<file path="src/rtl/core/sphs_pkg.sv">
// sphs_pkg: shared types and constants of the spectrum peak-hold statistics block
// used by sphs_divsqrt and spectrum_peak_hold_stats; depends on nothing else
`default_nettype none

package sphs_pkg;

  localparam int LEVEL_W  = 16;
  localparam int BIN_W    = 12;
  localparam int ALPHA_W  = 16;
  localparam int SUM_W    = 44;
  localparam int CNT_W    = 13;
  localparam int ROOT_W   = SUM_W / 2;
  localparam int CFG_IDX_W = 2;

  localparam logic [SUM_W-1:0] SUM_MAX   = {SUM_W{1'b1}};
  localparam logic [CNT_W-1:0] COUNT_MAX = {CNT_W{1'b1}};

  // configuration register indexes
  localparam logic [CFG_IDX_W-1:0] CFG_DECAY_ALPHA = 2'd0;
  localparam logic [CFG_IDX_W-1:0] CFG_MIN_BIN     = 2'd1;
  localparam logic [CFG_IDX_W-1:0] CFG_MAX_BIN     = 2'd2;

  typedef enum logic [2:0] {
    ST_IDLE,
    ST_READ,
    ST_MUL_NEW,
    ST_MUL_OLD,
    ST_MUL_SQ,
    ST_UPDATE,
    ST_STATS,
    ST_EMIT
  } state_e;

  typedef enum logic [1:0] {
    DS_IDLE,
    DS_DIV,
    DS_SQRT,
    DS_DONE
  } ds_state_e;

  typedef struct packed {
    logic             start;
    logic [SUM_W-1:0] dividend;
    logic [CNT_W-1:0] divisor;
  } ds_req_t;

  typedef struct packed {
    logic              busy;
    logic              done;
    logic [ROOT_W-1:0] root;
  } ds_rsp_t;

endpackage

`default_nettype wire

</file>
<file path="src/rtl/core/sphs_divsqrt.sv">
// sphs_divsqrt: bit-serial restoring divide followed by digit-by-digit square root
// floor(sqrt(floor(dividend / divisor))); depends on sphs_pkg
`default_nettype none

module sphs_divsqrt
  import sphs_pkg::*;
(
  input  wire logic    clk_i,
  input  wire logic    rst_ni,
  input  wire ds_req_t req_i,
  output ds_rsp_t      rsp_o
);

  localparam int STEP_W = $clog2(SUM_W + 1);

  ds_state_e         state_q, state_d;
  logic [STEP_W-1:0] step_q, step_d;
  logic [SUM_W-1:0]  quo_q, quo_d;
  logic [CNT_W-1:0]  div_q, div_d;
  logic [CNT_W-1:0]  rem_q, rem_d;
  logic [ROOT_W:0]   srem_q, srem_d;
  logic [ROOT_W-1:0] root_q, root_d;

  logic [CNT_W:0]    rem_sh;
  logic [CNT_W:0]    rem_sub;
  logic [ROOT_W+2:0] srem_sh;
  logic [ROOT_W+2:0] trial;
  logic [ROOT_W+2:0] srem_sub;

  always_ff @(posedge clk_i or negedge rst_ni) begin
    if (!rst_ni) begin
      state_q <= DS_IDLE;
      step_q  <= '0;
    end else begin
      state_q <= state_d;
      step_q  <= step_d;
    end
  end

  always_ff @(posedge clk_i) begin
    quo_q  <= quo_d;
    div_q  <= div_d;
    rem_q  <= rem_d;
    srem_q <= srem_d;
    root_q <= root_d;
  end

  always_comb begin
    // one quotient bit per cycle
    rem_sh  = {rem_q, quo_q[SUM_W-1]};
    rem_sub = rem_sh - {1'b0, div_q};
    // one root bit per cycle, two radicand bits shifted in
    srem_sh  = {srem_q, quo_q[SUM_W-1 -: 2]};
    trial    = {1'b0, root_q, 2'b01};
    srem_sub = srem_sh - trial;

    state_d = state_q;
    step_d  = step_q;
    quo_d   = quo_q;
    div_d   = div_q;
    rem_d   = rem_q;
    srem_d  = srem_q;
    root_d  = root_q;

    case (state_q)
      DS_IDLE: begin
        if (req_i.start) begin
          quo_d   = req_i.dividend;
          div_d   = req_i.divisor;
          rem_d   = '0;
          step_d  = STEP_W'(SUM_W - 1);
          state_d = DS_DIV;
        end
      end
      DS_DIV: begin
        if (rem_sh >= {1'b0, div_q}) begin
          rem_d = rem_sub[CNT_W-1:0];
          quo_d = {quo_q[SUM_W-2:0], 1'b1};
        end else begin
          rem_d = rem_sh[CNT_W-1:0];
          quo_d = {quo_q[SUM_W-2:0], 1'b0};
        end
        if (step_q == '0) begin
          srem_d  = '0;
          root_d  = '0;
          step_d  = STEP_W'(ROOT_W - 1);
          state_d = DS_SQRT;
        end else begin
          step_d = step_q - 1'b1;
        end
      end
      DS_SQRT: begin
        quo_d = {quo_q[SUM_W-3:0], 2'b00};
        if (srem_sh >= trial) begin
          srem_d = srem_sub[ROOT_W:0];
          root_d = {root_q[ROOT_W-2:0], 1'b1};
        end else begin
          srem_d = srem_sh[ROOT_W:0];
          root_d = {root_q[ROOT_W-2:0], 1'b0};
        end
        if (step_q == '0) begin
          state_d = DS_DONE;
        end else begin
          step_d = step_q - 1'b1;
        end
      end
      DS_DONE: begin
        state_d = DS_IDLE;
      end
      default: begin
        state_d = DS_IDLE;
      end
    endcase
  end

  assign rsp_o.busy = (state_q != DS_IDLE);
  assign rsp_o.done = (state_q == DS_DONE);
  assign rsp_o.root = root_q;

endmodule

`default_nettype wire
</file>
<file path="config.mk">
export PLATFORM = sky130hd
export DESIGN_NAME = sphs_divsqrt
export DESIGN_NICKNAME = d
export VERILOG_FILES = /design/src/rtl/core/sphs_pkg.sv /design/src/rtl/core/sphs_divsqrt.sv
export SDC_FILE = /design/constraint.sdc
export NUM_CORES = 1
export LEC_CHECK = 0
export ABC_AREA = 1
export ABC_CLOCK_PERIOD_IN_PS = 3850
export BUFFER_PORTS_ARGS = -buffer_cell sky130_fd_sc_hd__buf_2
export CAP_MARGIN = 20
export CORE_MARGIN = 5
export CORE_UTILIZATION = 45
export DETAILED_ROUTE_END_ITERATION = 12
export PLACE_DENSITY = 0.66
export SETUP_SLACK_MARGIN = 0.1
export SYNTH_ARGS = -nofsm -noshare
export SYNTH_HDL_FRONTEND = slang
export SYNTH_SLANG_ARGS = --single-unit
</file>
<file path="constraint.sdc">
create_clock -name clk_i -period 3.85 [get_ports clk_i]
set_clock_uncertainty 0.2 [all_clocks]
set_input_delay 0.1925 -clock clk_i [delete_from_list [all_inputs] [get_ports clk_i]]
set_output_delay 0.1925 -clock clk_i [all_outputs]
set_load 0.02 [all_outputs]
</file>
==> results_dict.tcl <==
set metrics [dict create \
    wl_met3_microns 965 \
    fp.dieW_microns 143.0 \
    synth_edf_count 115 \
    overflow 0 \
    end_kind "flip-flop" \
    critical_path_class "reg2reg" \
    synth_seq_area_share_pct 45.91 \
    yosysWarnings 0 \
    hp-class "in2reg" \
    track_usage_pct 19.05 \
    routedWlPerCell_microns 13.79 \
    grt_pass1_wl_microns 31180 \
    async_flop_share_pct 6.504 \
    drc 0 \
    fmax_mhz 352.0 \
    maxSlewHeadroom_pct 52.30 \
    syn_nets 1096 \
    cts_resized 0 \
    setup_violations 0 \
    dieHeight_microns 143.0 \
    vias_per_cell 4.954 \
    tns_ns 0 \
    netlist_area_sq_mm 0.007958 \
    core_area_sq_mm 0.01730 \
    rows 48 \
    area_growth_pct 22.39 \
    ys_ff_latch 123 \
    wl_met1_microns 8290 \
    antenna_found_initial 1 \
    cts_buffers 17 \
    clockRootBuffer "clkbuf_16" \
    die-area_sq_mm 0.02044 \
    critical_path.cell_chain "inv_1, ha_1, fa_1, o21ai_2, nand2_1, nand2_2, nand3_1, nand3_2, inv_1, nor2_1, nor2_1" \
    crit_path_start_kind "flip-flop" \
    vias 6797 \
    fillers 1590 \
    highest_layer "met5" \
    drive_gt1_share_pct 11.94 \
    cellPowerDensity_mw_per_mm2 461.0 \
    arrival_ns 2.82 \
    final_hold_viol_count 0 \
    path_clk_slew_ns 0.06 \
    min_period_over_period_pct 73.80 \
    crit_fanout 23 \
    io_buffers 83 \
    rsz0062_at_grt "false" \
    synth-main-ff-cell "edfxtp_1" \
    yosysUniqueCellTypes 41 \
    leakage_nw 4.943 \
    p_total_mw 4.490 \
    drv_cap 0 \
    grt_max_degree 49 \
    drt_wl_total_microns 18920 \
    cts_sinks 123 \
    ir_drop_mv 0.3973 \
    drt_iter0_drc 470 \
    ioPinCount 84 \
    slowest_delay_ns 0.42 \
    nets 1237 \
    critPathRequiredTime_ns 3.83 \
    cp_slowest_cell "fa_1" \
    num_antenna_cells 0 \
    clkLatencyLatePin_ns 0.42 \
    min_from "req_i[4]" \
    hpwl_microns 12990 \
    drtPass1Iterations 5 \
    start_util_pct 46.01 \
    post_synth.cell_area_avg_sq_um 8.014 \
    worstPathBufferInverterCount 2 \
    grt_pass1_vias 6615 \
    rr_startpoint "quo_q[43]" \
    clockBufferDepth 2 \
    period_minus_slack_ns 2.841 \
    syn_inst 993 \
    met2_wirelength_microns 9265 \
    gp_congestion 0.9788 \
    crit_start "quo_q[43]" \
    worstMarginPinSlew_ns 0.7144 \
    slew_violations 0 \
    cp_top_family "simple AND/OR/NAND/NOR gates" \
    post-route-util_pct 56.31 \
    cts_tree "done" \
    status "finished clean" \
    cts_htree_levels 4 \
    ant_nets 0 \
]
[cells in the mapped netlist, types with 4 or more instances]
library cell / count / area, sq um
a21oi_1: 25 / 125.1
nand2_1: 297 / 1115
xor2_1: 7 / 61.31
nand4_1: 9 / 56.30
nor2_1: 101 / 379.1
nand2_2: 4 / 25.02
nor3_1: 5 / 25.02
o221ai_1: 42 / 367.9
nand3_1: 39 / 195.2
buf_6: 4 / 45.04
edfxtp_1: 115 / 3453
a22oi_1: 5 / 37.54
xnor2_1: 14 / 122.6
clkbuf_1: 15 / 56.30
dfrtp_1: 8 / 200.2
o21ai_1: 5 / 25.02
o21ai_0: 17 / 85.08
ha_1: 42 / 525.5
inv_1: 202 / 758.2
[power breakdown]
| part | switching (mW) | total (mW) | leakage, nW | internal (mW) |
|---|---|---|---|---|
| clock | 0.615 | 1.50 | 0.258 | 0.890 |
| sequential | 0.0906 | 1.90 | 1.09 | 1.81 |
| combinational | 0.620 | 1.09 | 3.60 | 0.468 |
| total | 1.33 | 4.49 | 4.94 | 3.16 |
[worst paths after layout]
check,slack [ns],cells after the start,to
max in group asynchronous,2.59,3,step_q[4]
max reg2reg,1.01,11,rem_q[12]
min in group asynchronous,0.58,3,state_q[0]
min reg2reg,0.33,2,step_q[4]
min,0.28,2,div_q[4]
max,1.01,11,rem_q[12]
[repair_timing]
action / in CTS / in global routing
hold endpoints to repair: 66 / 0
buffers inserted: 0 / 0
hold buffers: 60 / 0
[registers in the layout (all words and copies together) (netlist names)]
signal / count
div_q: 13
quo_q: 44
rem_q: 13
root_q: 22
srem_q: 23
state_q: 2
step_q: 6
[cells by family after synthesis]
logic type | count (synthesis) | share of synthesized area, %
xor gates and xnor gates | 21 | 2.311
buffers and inverters | 231 | 11.40
and+or+nand+nor | 468 | 24.17
DFF | 123 | 45.91
AOI/OAI and AO/OA | 107 | 9.355
adders and majority gates | 43 | 6.855
[cell type report]
type	count	area [sq um]	share of cell area, %
Clock buffer	19	432.9	4.445
Clock inverter	13	121.4	1.246
Inverter	205	769.5	7.901
Multi-Input combinational cell	639	3415	35.06
Tap cell	225	281.5	2.891
Sequential cell	123	3654	37.51
Timing Repair Buffer	148	1066	10.95
[cells in the final DEF, fill, tap and decap left out, drive strengths merged, types with 7 or more instances in the layout]
master | Yosys | final
nand2 | 301 | 301
inv | 205 | 207
edfxtp | 115 | 115
nor2 | 104 | 104
buf | 10 | 88
dlygate4sd3 | 0 | 60
o221ai | 42 | 42
ha | 42 | 42
nand3 | 41 | 41
a21oi | 27 | 27
o21ai | 23 | 23
clkbuf | 16 | 19
xnor2 | 14 | 14
nand4 | 9 | 9
dfrtp | 8 | 8
xor2 | 7 | 7
[metal layers]
metal | track usage [%] | vias to the layer above
met1 | 24.18 | 3098
met5 | 0 | -
li1 | - | 3488
met3 | 4.823 | 29
met4 | 6.253 | 2
met2 | 31.92 | 180
[metrics by stage]
step / hold slack [ns] / setup slack (ns) / std cells / area [sq um]
6_report: 0.2801 / 1.009 / 1372 / 9739
5_1_grt: 0.2699 / 0.8192 / 1372 / 9739
4_1_cts: 0.2617 / 0.9992 / 1372 / 9739
3_5_place_dp: -0.1480 / 0.9990 / 1280 / 8584
3_3_place_gp: -0.1438 / 1.078 / 1280 / 8584
2_1_floorplan: -0.3031 / 0.2362 / 993 / 7960
Power figures use the tool's default switching activity.
